File: src/sv/bisc_pkg.sv
package bisc_pkg;

	localparam int MAX_ROWS_DEF  = 256;
	localparam int MAX_COLS_DEF  = 256;
	localparam int FRAC_BITS_DEF = 12;

	localparam int ROW_W     = 12;
	localparam int COL_W     = 12;
	localparam int CH_W      = 8;
	localparam int NCH       = 3;
	localparam int PX_W      = CH_W * NCH;
	localparam int DIM_W     = 9;
	localparam int SCALE_W   = 20;
	localparam int POS_W     = ROW_W + SCALE_W;
	localparam int CFG_IDX_W = 8;

	localparam logic OP_LOAD = 1'b0;
	localparam logic OP_REQ  = 1'b1;

	typedef logic [CFG_IDX_W-1:0] cfg_idx_t;

	localparam cfg_idx_t REG_SRC_ROWS      = cfg_idx_t'(0);
	localparam cfg_idx_t REG_SRC_COLS      = cfg_idx_t'(1);
	localparam cfg_idx_t REG_INV_SCALE_ROW = cfg_idx_t'(2);
	localparam cfg_idx_t REG_INV_SCALE_COL = cfg_idx_t'(3);

	localparam logic [DIM_W-1:0]   SRC_ROWS_RST  = DIM_W'(256);
	localparam logic [DIM_W-1:0]   SRC_COLS_RST  = DIM_W'(256);
	localparam logic [SCALE_W-1:0] INV_SCALE_RST = SCALE_W'(4096);

	typedef logic [CH_W-1:0] chan_t;
	typedef chan_t [NCH-1:0] pixel_t;

	// neighbor position flags handed from locate to blend
	typedef struct packed {
		logic in_area;
		logic row_odd;
		logic col_odd;
	} loc_flags_t;

endpackage

File: src/sv/bisc_locate.sv
module bisc_locate #(
	parameter int MAX_ROWS  = bisc_pkg::MAX_ROWS_DEF,
	parameter int MAX_COLS  = bisc_pkg::MAX_COLS_DEF,
	parameter int FRAC_BITS = bisc_pkg::FRAC_BITS_DEF,
	parameter int RW        = 8,
	parameter int CW        = 8
) (
	input  logic                         clk,
	input  logic                         en,
	input  logic [bisc_pkg::ROW_W-1:0]   row_s1,
	input  logic [bisc_pkg::COL_W-1:0]   col_s1,
	input  logic [bisc_pkg::DIM_W-1:0]   src_rows,
	input  logic [bisc_pkg::DIM_W-1:0]   src_cols,
	input  logic [bisc_pkg::SCALE_W-1:0] inv_scale_row,
	input  logic [bisc_pkg::SCALE_W-1:0] inv_scale_col,
	output bisc_pkg::loc_flags_t         flags,
	output logic [FRAC_BITS-1:0]         frac_r,
	output logic [FRAC_BITS-1:0]         frac_c,
	output logic [RW+CW-3:0]             rd_addr [4]
);

	localparam int IRW = bisc_pkg::POS_W - FRAC_BITS;
	localparam logic [IRW:0] MAXR = (IRW+1)'(MAX_ROWS);
	localparam logic [IRW:0] MAXC = (IRW+1)'(MAX_COLS);

	logic [bisc_pkg::POS_W-1:0] pr_s2, pc_s2;
	logic [IRW-1:0] ir, ic;
	logic [IRW:0]   ir_sum, ic_sum, rows_ext, cols_ext, rows_eff, cols_eff;
	logic [RW-1:0]  row_lo;
	logic [CW-1:0]  col_lo;
	logic [RW:0]    re_sum;
	logic [CW:0]    ce_sum;
	logic [RW-2:0]  even_r, odd_r;
	logic [CW-2:0]  even_c, odd_c;

	always_ff @(posedge clk) begin
		if (en) begin
			pr_s2 <= bisc_pkg::POS_W'(row_s1) * bisc_pkg::POS_W'(inv_scale_row);
			pc_s2 <= bisc_pkg::POS_W'(col_s1) * bisc_pkg::POS_W'(inv_scale_col);
		end
	end

	assign ir     = pr_s2[bisc_pkg::POS_W-1:FRAC_BITS];
	assign ic     = pc_s2[bisc_pkg::POS_W-1:FRAC_BITS];
	assign frac_r = pr_s2[FRAC_BITS-1:0];
	assign frac_c = pc_s2[FRAC_BITS-1:0];

	assign rows_ext = (IRW+1)'(src_rows);
	assign cols_ext = (IRW+1)'(src_cols);
	assign rows_eff = (rows_ext < MAXR) ? rows_ext : MAXR;
	assign cols_eff = (cols_ext < MAXC) ? cols_ext : MAXC;
	assign ir_sum   = {1'b0, ir} + (IRW+1)'(1);
	assign ic_sum   = {1'b0, ic} + (IRW+1)'(1);

	assign flags.in_area = (ir_sum < rows_eff) && (ic_sum < cols_eff);
	assign flags.row_odd = ir[0];
	assign flags.col_odd = ic[0];

	// even bank holds the even one of the two neighbor rows
	assign row_lo = ir[RW-1:0];
	assign col_lo = ic[CW-1:0];
	assign re_sum = {1'b0, row_lo} + (RW+1)'(row_lo[0]);
	assign ce_sum = {1'b0, col_lo} + (CW+1)'(col_lo[0]);
	assign even_r = re_sum[RW-1:1];
	assign odd_r  = row_lo[RW-1:1];
	assign even_c = ce_sum[CW-1:1];
	assign odd_c  = col_lo[CW-1:1];

	always_comb begin
		for (int b = 0; b < 4; b++) begin
			rd_addr[b] = {(b >= 2) ? odd_r : even_r, ((b & 1) != 0) ? odd_c : even_c};
		end
	end

endmodule

File: config.mk
export PLATFORM = sky130hd
export DESIGN_NAME = bisc_locate
export DESIGN_NICKNAME = d
export VERILOG_FILES = /design/src/sv/bisc_pkg.sv /design/src/sv/bisc_locate.sv
export SDC_FILE = /design/constraint.sdc
export NUM_CORES = 1
export LEC_CHECK = 0
export BUFFER_PORTS_ARGS = -buffer_cell sky130_fd_sc_hd__clkbuf_2
export CAP_MARGIN = 40
export CORE_ASPECT_RATIO = 0.8
export CORE_MARGIN = 2
export CORE_UTILIZATION = 45
export DETAILED_ROUTE_END_ITERATION = 16
export RECOVER_POWER = 50
export SLEW_MARGIN = 20
export SYNTH_ARGS = -nofsm -noshare
export SYNTH_HDL_FRONTEND = slang
export SYNTH_SLANG_ARGS = --single-unit
File: constraint.sdc
create_clock -name clk -period 9.73 [get_ports clk]
set_input_delay 2.919 -clock clk [delete_from_list [all_inputs] [get_ports clk]]
set_output_delay 2.919 -clock clk [all_outputs]
set_load 0.05 [all_outputs]
## After elaboration in Yosys (flattened, before gate mapping)

Cells that the tools add are included.

| word-level totals | value |
|---|---|
| output and inout bits | 83 |
| bits of input ports | 84 |
| flip-flop bits (word level) | 64 |

| cells by class | value |
|---|---|
| multipliers | 2 |
| reductions and logical operators | 1 |
| order comparisons | 4 |
| mux-type cells | 2 |
| $add $sub $neg | 4 |

Operator list:

| operator | count |
|---|---|
| $mul A12 B20 Y32 | 2 |
| $add A20 B1 Y21 const B | 2 |
| $lt A21 B9 Y1 | 2 |
| $lt A9 B9 Y1 const B | 2 |
| $mux W9 | 2 |
| $add A8 B1 Y8 | 2 |
| $logic_and A1 B1 Y1 | 1 |

## Depth between registers and ports, before layout

| logic depth | value |
|---|---|
| depth in word-level cells | 4 |
| mapped depth | 22 |
| depth with buffers taken out | 20 |

## Least setup slack after synthesis

No wires, ideal clock.

| timing | value |
|---|---|
| kind | input -> output |
| start point | input src_rows[8] (netlist name) |
| end point | output flags[2] (netlist name) |
| slack | 1.539 ns |
| buffers on the path | 0 |
| stages on the path | 10 |
| arrival | 5.272 ns |
| cell sequence | clkinv_1 > nand2_1 > ha_1 > a21oi_1 > nor2b_1 > o21ai_0 > nand4_1 > nor4_1 > nand4_1 > nor3_1 |

RTL lines:

| element | RTL line | source |
|---|---|---|
| start, declared | bisc_locate.sv:12 | `input logic [bisc_pkg::DIM_W-1:0] src_rows,` |
| end, declared | bisc_locate.sv:16 | `output bisc_pkg::loc_flags_t flags,` |

## Final worst setup path

| timing | value |
|---|---|
| start point | input col_s1[8] (netlist name) |
| end point | register pc_s2[26] (netlist name) (data pin) |

| between the ends | value |
|---|---|
| cells in the longest elaborated chain, start to end | 1 |

RTL lines:

| element | RTL line | source |
|---|---|---|
| start, declared | bisc_locate.sv:11 | `input logic [bisc_pkg::COL_W-1:0] col_s1,` |
| $mul A12 B20 Y32 | bisc_locate.sv:39 | `pc_s2 <= bisc_pkg::POS_W'(col_s1) * bisc_pkg::POS_W'(inv_scale_col);` |
| end signal, assigned | bisc_locate.sv:39 |  |
| end, declared | bisc_locate.sv:26 | `logic [bisc_pkg::POS_W-1:0] pr_s2, pc_s2;` |

No other way between the ends.
A chain may end at the register's enable or synchronous reset.

==> metrics.txt <==
post_cts resized 0; Max-cap violations 1; total CTS buffers 9; Post-synth EDFFs 64; area share of the largest cell type after synthesis 38.7%; ys flop type edfxtp_1; 1st-pass router iterations 5; ys async rst share 0%; met2 usage 34.7%; met1 Usage GRT 29.4%; H-tree Lvls 3; final period utilization 85.7%; dpl hpwl 35800 um; mux contribution to synthesized area 0.0537%; Area Overhead vs Synth 4.93%; initial antenna violation count 2; highest clock rate 0.120 GHz; cell taking the most area after synthesis fa_1; Mean Syn Cell Area 8.80 sq um; register area share after synthesis 10.3%; CTS clk-pin slew, worst paths 0.06 ns; grt ovf 0; root buf cell clkbuf_16; largest family of logic cells by synthesized area adder cells; worst-margin pin slew 3.12 ns; Area contributors post-synth fa_1 (39%), ha_1 (11%), edfxtp_1 (10%), inv_1 (8.9%), nand2_1 (7.9%); final RePlAce weighted congestion 0.836; Synth Warn # 0; Final setup viols 0; CP endpoint kind flop; Critical Path Start Type primary input; compound-cell area share of the yosys netlist 6.84%; Filler cells 3924; largest net degree at the start of global routing 65; DRT iter0 DRCs 751; die height 186 um; detailed-route wire length per cell 16.0 um; final wirelength 42900 um; Crit path arrival time 8.42 ns; CTS tree done; routed vias 13900; Horiz. Die Dim 232 um; most crowded layer after global routing met2; Rel. slew slack -108%; run status complete, but fails checks; post-layout min period 8.34 ns; clk sinks 64; critical path type in2reg; Yosys reg bits 64; layout cells sized above 1 7.25%; min-delay worst type in2reg; failing checks max-capacitance violations, max-slew violations; Final #Nets 2736; synthesized netlist cell count 2118; # IOs 167; RSZ-0062 raised after global routing no; Simple-Gate Fraction of Synth Area 16.7%; adder-cell share of the synthesized area 49.3%; detailed-route DRC error count 0; GR Layer Usage met3 2.34%; vias per cell 5.18; Slew Limit Fails 56; critical path data required time 9.81 ns; core box area 40700 sq um; first-pass GRT wire length 72300 um; xor/xnor share of the synthesized area 3.24%; count of cell types in the netlist 63; full die area 43100 sq um; post-synthesis instance area 18600 sq um; ANT nets after route 0; Bufs on Longest Clock Path 2; vias in the first global route 14500; Post-Route Setup TNS 0 ns; # port buffers 166; # Post-CTS Setup Buffers 0; Starting Density 45.8%; Final Hold Viols 0; site row count 66; Total GRT Usage 21.1%; Mapped Nets 2720; CTS hold repair buffers 0; Worst Path Max Fanout 20
==> final cells by class <==
cell class | count | area [sq um] | area share [%]
Tap cell | 544 | 681 | 3.48
Clock inverter | 6 | 83.8 | 0.429
Timing Repair Buffer | 168 | 790 | 4.04
Multi-Input combinational cell | 1447 | 14200 | 72.5
Antenna cell | 2 | 5.00 | 0.0256
Sequential cell | 64 | 1920 | 9.83
Clock buffer | 10 | 229 | 1.17
Inverter | 444 | 1670 | 8.52
==> metrics by stage <==
step	worst slack (ns)	cells	hold slack, ns	area, sq um	util (%)
after floorplan	1.54	2118	3.03	18600	-
after global placement	1.28	2666	3.41	19300	47.4
after detailed placement	1.16	2666	3.43	19300	47.4
after CTS	1.46	2682	3.07	19600	48.1
after global routing	1.11	2685	3.10	19600	48.0
final	1.39	2685	3.08	19600	48.0
==> worst max-delay path, cell delays in order <==
cell and delay (ns):
clkbuf_2 0.32, and2_1 0.28, fa_1 0.53, inv_1 0.05
fa_1 0.47, inv_1 0.06, fa_1 0.50, fa_1 0.55
inv_1 0.05, fa_1 0.53, inv_1 0.04, ha_1 0.40
nand4_1 0.12, a211oi_1 0.36, o21ai_0 0.18, a31oi_1 0.39
o21ai_1 0.20, nor2_1 0.18, a311oi_1 0.13, xnor2_1 0.15
==> per-layer routing <==
metal	wire length, um	share of wire (%)	vias to the layer above
met4	1340	3.1	0
li1	-	-	6396
met1	19400	45	7118
met2	20200	47	345
met5	0	0	-
met3	2080	4.9	57
==> final timing paths <==
| check | cells past startpoint | slack [ns] | to | from |
|---|---|---|---|---|
| worst min-delay path | 2 | 3.08 | pc_s2[0] | inv_scale_col[0] |
| worst max-delay path | 20 | 1.39 | pc_s2[26] | col_s1[8] |
==> cells in the mapped netlist, drive strengths merged (9+ instances only) <==
cell type	number
ha	158
a31oi	12
nand4	18
nand2	391
and3	9
xor2	31
edfxtp	64
inv	442
buf	70
clkbuf	93
a21oi	50
nor2	44
nand3	27
nor3	13
and2	143
xnor2	38
fa	360
nand2b	9
a21o	29
o21ai	30
==> cell families (layout without fill, tap and decap cells) <==
group | Yosys count | in the layout
flip-flops | 64 | 64
adder cells (fa/ha/maj) | 518 | 518
AND/OR/NAND/NOR | 674 | 674
other | 0 | 2
AO/OA/AOI/OAI | 185 | 185
XOR/XNOR | 69 | 69
multiplexers | 1 | 1
buffers and inverters | 607 | 628
==> cell usage in the layout, fill, tap and decap left out, drive strengths merged, types with 3 or more instances in the layout <==
cell type	instances
o21a	8
nor2b	7
nor4	4
ha	158
o211ai	5
o2111ai	3
xor2	31
a211oi	7
o21ai	30
o311ai	3
nand2	391
and3	9
a2111oi	5
o31ai	6
fa	360
clkbuf	177
a21o	29
a21oi	50
xnor2	38
a31oi	12
inv	442
and2	143
clkinv	4
o21bai	8
nor3	13
nand4	18
nor2	44
o22ai	3
edfxtp	64
nand2b	9
nand3	27
==> flip-flops by register name, indices dropped and copies added (netlist names) <==
name and flops:
pc_s2 32, pr_s2 32
Power is not shown: default switching activity piles up to over one toggle a cycle in this logic, so the estimate is an artifact.
