`config.mk`:
```
export PLATFORM = sky130hd
export DESIGN_NAME = bisc_blend
export DESIGN_NICKNAME = d
export VERILOG_FILES = /design/src/sv/bisc_pkg.sv /design/src/sv/bisc_blend.sv
export SDC_FILE = /design/constraint.sdc
export NUM_CORES = 2
export LEC_CHECK = 0
export BUFFER_PORTS_ARGS = -buffer_cell sky130_fd_sc_hd__buf_2
export CELL_PAD_IN_SITES_DETAIL_PLACEMENT = 1
export CELL_PAD_IN_SITES_GLOBAL_PLACEMENT = 2
export CORE_AREA = 2 2 401 403
export CTS_CLUSTER_SIZE = 10
export DETAILED_ROUTE_END_ITERATION = 10
export DIE_AREA = 0 0 403 405
export PLACE_DENSITY_LB_ADDON = 0.1
export SKIP_LAST_GASP = 1
export SLEW_MARGIN = 20
export SYNTH_ARGS = -nofsm -noshare
export SYNTH_HDL_FRONTEND = slang
export SYNTH_SLANG_ARGS = --single-unit
export TNS_END_PERCENT = 100
```
`constraint.sdc`:
```
create_clock -name clk -period 19.9 [get_ports clk]
set_input_delay 5.97 -clock clk [delete_from_list [all_inputs] [get_ports clk]]
set_output_delay 5.97 -clock clk [all_outputs]
set_load 0.01 [all_outputs]
```
`src/sv/bisc_pkg.sv`:
```
package bisc_pkg;

	localparam int MAX_ROWS_DEF  = 256;
	localparam int MAX_COLS_DEF  = 256;
	localparam int FRAC_BITS_DEF = 12;

	localparam int ROW_W     = 12;
	localparam int COL_W     = 12;
	localparam int CH_W      = 8;
	localparam int NCH       = 3;
	localparam int PX_W      = CH_W * NCH;
	localparam int DIM_W     = 9;
	localparam int SCALE_W   = 20;
	localparam int POS_W     = ROW_W + SCALE_W;
	localparam int CFG_IDX_W = 8;

	localparam logic OP_LOAD = 1'b0;
	localparam logic OP_REQ  = 1'b1;

	typedef logic [CFG_IDX_W-1:0] cfg_idx_t;

	localparam cfg_idx_t REG_SRC_ROWS      = cfg_idx_t'(0);
	localparam cfg_idx_t REG_SRC_COLS      = cfg_idx_t'(1);
	localparam cfg_idx_t REG_INV_SCALE_ROW = cfg_idx_t'(2);
	localparam cfg_idx_t REG_INV_SCALE_COL = cfg_idx_t'(3);

	localparam logic [DIM_W-1:0]   SRC_ROWS_RST  = DIM_W'(256);
	localparam logic [DIM_W-1:0]   SRC_COLS_RST  = DIM_W'(256);
	localparam logic [SCALE_W-1:0] INV_SCALE_RST = SCALE_W'(4096);

	typedef logic [CH_W-1:0] chan_t;
	typedef chan_t [NCH-1:0] pixel_t;

	// neighbor position flags handed from locate to blend
	typedef struct packed {
		logic in_area;
		logic row_odd;
		logic col_odd;
	} loc_flags_t;

endpackage

```
`src/sv/bisc_blend.sv`:
```
module bisc_blend #(
	parameter int FRAC_BITS = bisc_pkg::FRAC_BITS_DEF
) (
	input  logic                 clk,
	input  logic                 en3,
	input  logic                 en4,
	input  logic                 en5,
	input  bisc_pkg::loc_flags_t flags,
	input  logic [FRAC_BITS-1:0] frac_r,
	input  logic [FRAC_BITS-1:0] frac_c,
	input  bisc_pkg::pixel_t     bank_px [4],
	output bisc_pkg::pixel_t     res_px,
	output logic                 res_inside
);

	localparam int WW  = FRAC_BITS + 1;
	localparam int MW  = 2 * FRAC_BITS + 2;
	localparam int PRW = WW + bisc_pkg::CH_W;
	localparam int SW  = PRW + 2;
	localparam logic [FRAC_BITS:0] ONE = {1'b1, {FRAC_BITS{1'b0}}};

	bisc_pkg::loc_flags_t fl_s3;
	logic [FRAC_BITS-1:0] a_s3, b_s3;
	logic [FRAC_BITS:0]   na, nb;
	logic [MW-1:0]        m [4];
	logic [WW-1:0]        w [4];
	bisc_pkg::pixel_t     px [4];
	logic [1:0]           sel [4];

	logic [WW-1:0]        w_s4 [4];
	bisc_pkg::pixel_t     px_s4 [4];
	logic                 ins_s4;

	logic [PRW-1:0]       prod_s5 [4][bisc_pkg::NCH];
	logic                 ins_s5;
	logic [SW-1:0]        sum [bisc_pkg::NCH];

	always_ff @(posedge clk) begin
		if (en3) begin
			fl_s3 <= flags;
			a_s3  <= frac_r;
			b_s3  <= frac_c;
		end
	end

	assign na   = ONE - {1'b0, a_s3};
	assign nb   = ONE - {1'b0, b_s3};
	assign m[0] = MW'(na) * MW'(nb);
	assign m[1] = MW'(a_s3) * MW'(nb);
	assign m[2] = MW'(na) * MW'(b_s3);
	assign m[3] = MW'(a_s3) * MW'(b_s3);

	// bank index is {row parity, col parity}
	assign sel[0] = {fl_s3.row_odd, fl_s3.col_odd};
	assign sel[1] = {~fl_s3.row_odd, fl_s3.col_odd};
	assign sel[2] = {fl_s3.row_odd, ~fl_s3.col_odd};
	assign sel[3] = {~fl_s3.row_odd, ~fl_s3.col_odd};

	always_comb begin
		for (int k = 0; k < 4; k++) begin
			w[k]  = m[k][2*FRAC_BITS:FRAC_BITS];
			px[k] = bank_px[sel[k]];
		end
	end

	always_ff @(posedge clk) begin
		if (en4) begin
			for (int k = 0; k < 4; k++) begin
				w_s4[k]  <= w[k];
				px_s4[k] <= px[k];
			end
			ins_s4 <= fl_s3.in_area;
		end
	end

	always_ff @(posedge clk) begin
		if (en5) begin
			for (int k = 0; k < 4; k++) begin
				for (int c = 0; c < bisc_pkg::NCH; c++) begin
					prod_s5[k][c] <= PRW'(w_s4[k]) * PRW'(px_s4[k][c]);
				end
			end
			ins_s5 <= ins_s4;
		end
	end

	always_comb begin
		for (int c = 0; c < bisc_pkg::NCH; c++) begin
			sum[c] = SW'(prod_s5[0][c]) + SW'(prod_s5[1][c])
				+ SW'(prod_s5[2][c]) + SW'(prod_s5[3][c]);
			res_px[c] = ins_s5 ? sum[c][FRAC_BITS+bisc_pkg::CH_W-1:FRAC_BITS] : '0;
		end
	end

	assign res_inside = ins_s5;

endmodule

```
Word level (Yosys, flattened, before mapping)
Memories as Yosys holds them, arrays and structs flattened.
Index checks and enable logic that the tools add are counted.
{ "word_totals": {"register_bits": 29, "latchBits": 0, "ram_bits": 400, "rom_bits": 0, "inputBits": 127, "memories": 3} }
{ "op_classes": {"add_sub_neg": 11, "multipliers": 16, "div_mod_pow": 0, "magnitude_cmp": 4, "eq_ne": 0, "shift": 0, "muxes": 19, "bitwise_logic": 6, "reduce_logical": 0} }
{ "memory_table": {"columns": ["memory", "depth", "width", "read_ports", "rd_clocked_by_memory_dff", "write_ports", "line", "text"], "rows": [
  ["prod_s5", 4, 63, 4, 0, 4, "bisc_blend.sv:34", "logic [PRW-1:0] prod_s5 [4][bisc_pkg::NCH];"],
  ["px_s4", 4, 24, 4, 0, 4, "bisc_blend.sv:31", "bisc_pkg::pixel_t px_s4 [4];"],
  ["w_s4", 4, 13, 4, 0, 4, "bisc_blend.sv:30", "logic [WW-1:0] w_s4 [4];"]
]} }
{ "op_table": {"columns": ["operator", "count"], "rows": [
  ["13-bit by 8-bit multiplier with 21-bit output", 12],
  ["24-bit binary-select mux with 2-bit select", 4],
  ["24-bit 2-to-1 mux", 8],
  ["20-bit adder", 9],
  ["13-bit by 12-bit subtractor with 13-bit output, first input constant", 2],
  ["12-bit by 13-bit multiplier with 25-bit output", 1],
  ["13-bit by 12-bit multiplier with 25-bit output", 1],
  ["13-bit by 13-bit multiplier with 25-bit output", 1],
  ["12-bit by 12-bit multiplier with 24-bit output", 1],
  ["8-bit 2-to-1 mux", 3],
  ["3-bit >= comparator, second input constant", 4],
  ["2-bit NOT with 3-bit output", 4],
  ["1-bit 2-to-1 mux", 4],
  ["1-bit NOT", 2]
]} }

Logic depth before layout (Yosys ltp)
{ "logic_depth": {"depth_word": 5, "depth_mapped": 29, "ltp_nobuf": 26} }

Worst setup path after synthesis
Ideal clock, no wire load.
{ "synth_timing": {"path_type": "register to output", "start": "mem prod_s5[1][26] in the netlist's numbering", "end": "out res_px[15] in the netlist's numbering", "t_arrival_ns": 3.238, "path_slack_ns": 10.692, "stages_incl_launch_ff": 12, "path_buffers": 0, "cell_sequence": "edfxtp_1 > fa_1 > fa_1 > ha_1 > a211oi_1 > o21ai_0 > o2111ai_1 > a21oi_1 > nor3_1 > nor3_1 > or3_1 > a21boi_0"} }
{ "synth_lines": {"columns": ["element", "line", "text"], "rows": [
  ["start: declaration", "bisc_blend.sv:34", null],
  ["end: declaration", "bisc_blend.sv:12", "output bisc_pkg::pixel_t res_px,"]
]} }

==> results_dict.tcl <==
set metrics [dict create \
    cts_max_path_buffers 3 \
    worstSetupPathType "reg -> out" \
    fin_tns_setup_ns 0 \
    ant_nets 0 \
    slew_violations 0 \
    status "complete, no violations" \
    setup_violations 0 \
    synthToLayoutAreaGrowth_pct 6.480 \
    cp.required_ns 13.93 \
    syn_inst 7441 \
    postCtsHoldBufs 0 \
    grt_pass1_wl_um 363300 \
    maxCapViolations 0 \
    cp-end-kind "primary output" \
    critPathMaxStageDelay_ns 0.58 \
    port_buffers 151 \
    initial_core_util 0.4665 \
    drt-initial-drc-count 2955 \
    vias 52810 \
    path_cells "fa_1, fa_1, ha_1, a211oi_1, o21ai_0, o2111ai_1, a21oi_1, nor3_1, nor3_1, or3_1, a21boi_0, buf_2" \
    cts_setup_buffers 0 \
    clk_pin_slew_ns 0.06 \
    final_common_cell "inv_1" \
    fin_crit_sh 0.5530 \
    nNetsFinal 9617 \
    drc 0 \
    drive_above_1_share 0.06394 \
    rsz0062_at_grt "no" \
    die_x_um 403 \
    overflow 0 \
    multi_input_area_um2 55500 \
    clk_latency_ns 0.69 \
    row_count 147 \
    ys_ff_latch 416 \
    cp.arrival_ns 5.04 \
    syn_area_um2 74300 \
    cpMaxStageDelayCell "fa_1" \
    gr-usage-all-layers 0.2960 \
    path_max_fanout 3 \
    n_fill_cell 17660 \
    syn_nets 9644 \
    wl_per_cell_um 24.44 \
    detail_route.vias_per_cell 5.529 \
    min_period_ns 11.01 \
    register_area_um2 12490 \
    ys_top_cells_by_area "fa_1 (35%), edfxtp_1 (17%), ha_1 (13%)" \
    drt-pass1-iter-count 5 \
    synth_cell_type_count 76 \
    fin_skew_ns 0.05215 \
    cts_tree "built" \
    ios 152 \
    cpLargestDelayFamily "compound AO/OA/AOI/OAI gates" \
    crit_buf_inv 1 \
    synth_warnings 0 \
    ys_seq_area_frac 0.1681 \
    die_h_um 405 \
    ys.flop_type "edfxtp_1" \
    tightest_slew_ns 1.184 \
    critPathLaunchType "flip-flop" \
    post-dp-hpwl_um 184000 \
    cts_buffers 55 \
    clock_sinks 416 \
    grt_max_degree 93 \
    dieArea_um2 163200 \
    synth_edf_count 416 \
    synthArstFlopShare 0 \
    synth_top_area_frac 0.3535 \
    grt_pass1_vias 59570 \
    final_cell_mix "inv_1 (1,376), fa_1 (1,312), nand2_1 (1,107)" \
    coreArea_um2 159300 \
    slew_headroom 0.2104 \
    min_path_type "reg -> reg" \
    antenna_found_initial 52 \
    synth_top_area_cell "fa_1" \
    root_buffer "clkbuf_16" \
    avgSynthCellArea_um2 9.985 \
    post_cts_resized 0 \
    gp_congestion 0.9289 \
    ctsHtreeMaxLevel 2 \
    drt_wl_total_um 233400 \
    final-hold-violation-count 0 \
    fmax_mhz 90.87 \
]
## flip-flops by register name, indices dropped and copies added, names as in the netlist
register,cells
ins_s4,1
a_s3,12
b_s3,12
prod_s5,240
res_inside,1
fl_s3,3
w_s4,51
px_s4,96
## cells in the mapped netlist (8+ instances only)
cell type  count
xor2_1        57
xnor2_1      210
nand4_1       14
a21oi_1      120
o211ai_1      22
buf_1         24
mux4_2        96
a211o_1        9
ha_1         764
a21o_1        64
nor2_1       180
a211oi_1      39
o21bai_1      17
o41ai_1        9
nor3_1        82
nand3_1       28
clkbuf_1     307
nand2b_1      17
o21ai_0       92
nor2b_1       21
o31ai_1       24
and3_1        27
nand2_1     1107
or3_1         29
buf_2          8
fa_1        1312
a21boi_0      25
inv_1       1376
edfxtp_1     416
o41a_1        11
and2_1       787
o21a_1        42
## cell type report
cell class	instances	area share
diodes	21	0.0006642
clock buffers	64	0.01782
clock inverters	23	0.003906
inverters	1376	0.06528
multi-input cells	5308	0.7015
flip-flops and latches	416	0.1579
well taps	2086	0.03299
repair buffers	257	0.01991
## per-stage QoR
step                setup WS (ns)  utilization  instances  area, um2  hold WS, ns
detailed placement          9.615       0.4855       9443      77340       0.4414
global placement            9.623       0.4855       9443      77340       0.4262
CTS                         8.846       0.4963       9530      79050       0.4512
floorplan                   10.69            -       7441      74300       0.4003
global route                8.622       0.4964       9533      79070       0.4642
finish                      8.895       0.4967       9551      79110       0.4483
## layer usage
metal / share of wire / up-vias / global-route usage
met2: 0.49 / 1169 / 0.5058
li1: - / 23170 / -
met3: 0.049 / 282 / 0.03620
met1: 0.43 / 28160 / 0.3893
met4: 0.038 / 28 / 0.1026
met5: 0.00073 / - / 0
## kinds of logic (layout without fill, tap and decap cells)
group,count (synthesis),in the layout,share of synthesized area
and+or+nand+nor,2332,2332,0.1523
adders and majority gates,2076,2076,0.4822
buffers and inverters,1717,1720,0.08708
AOI/OAI and AO/OA,530,530,0.04877
DFF,416,416,0.1681
xor gates and xnor gates,267,267,0.03147
muxes,103,103,0.03004
other,0,21,0
## final timing paths
check | from | end | slack (ns) | cells past startpoint
min | ins_s4$_DFFE_PP_ | res_inside$_DFFE_PP_ | 0.45 | 0
max reg2reg | b_s3[2]$_DFFE_PP_ | w_s4[0][12]$_DFFE_PP_ | 11.75 | 25
max | prod_s5[1][47]$_DFFE_PP_ | res_px[7] | 8.89 | 12
min reg2reg | ins_s4$_DFFE_PP_ | res_inside$_DFFE_PP_ | 0.45 | 0
Power is left out: the tool's default activity adds up to more than one toggle a clock period on the data nets, which glitch-free logic cannot reach.
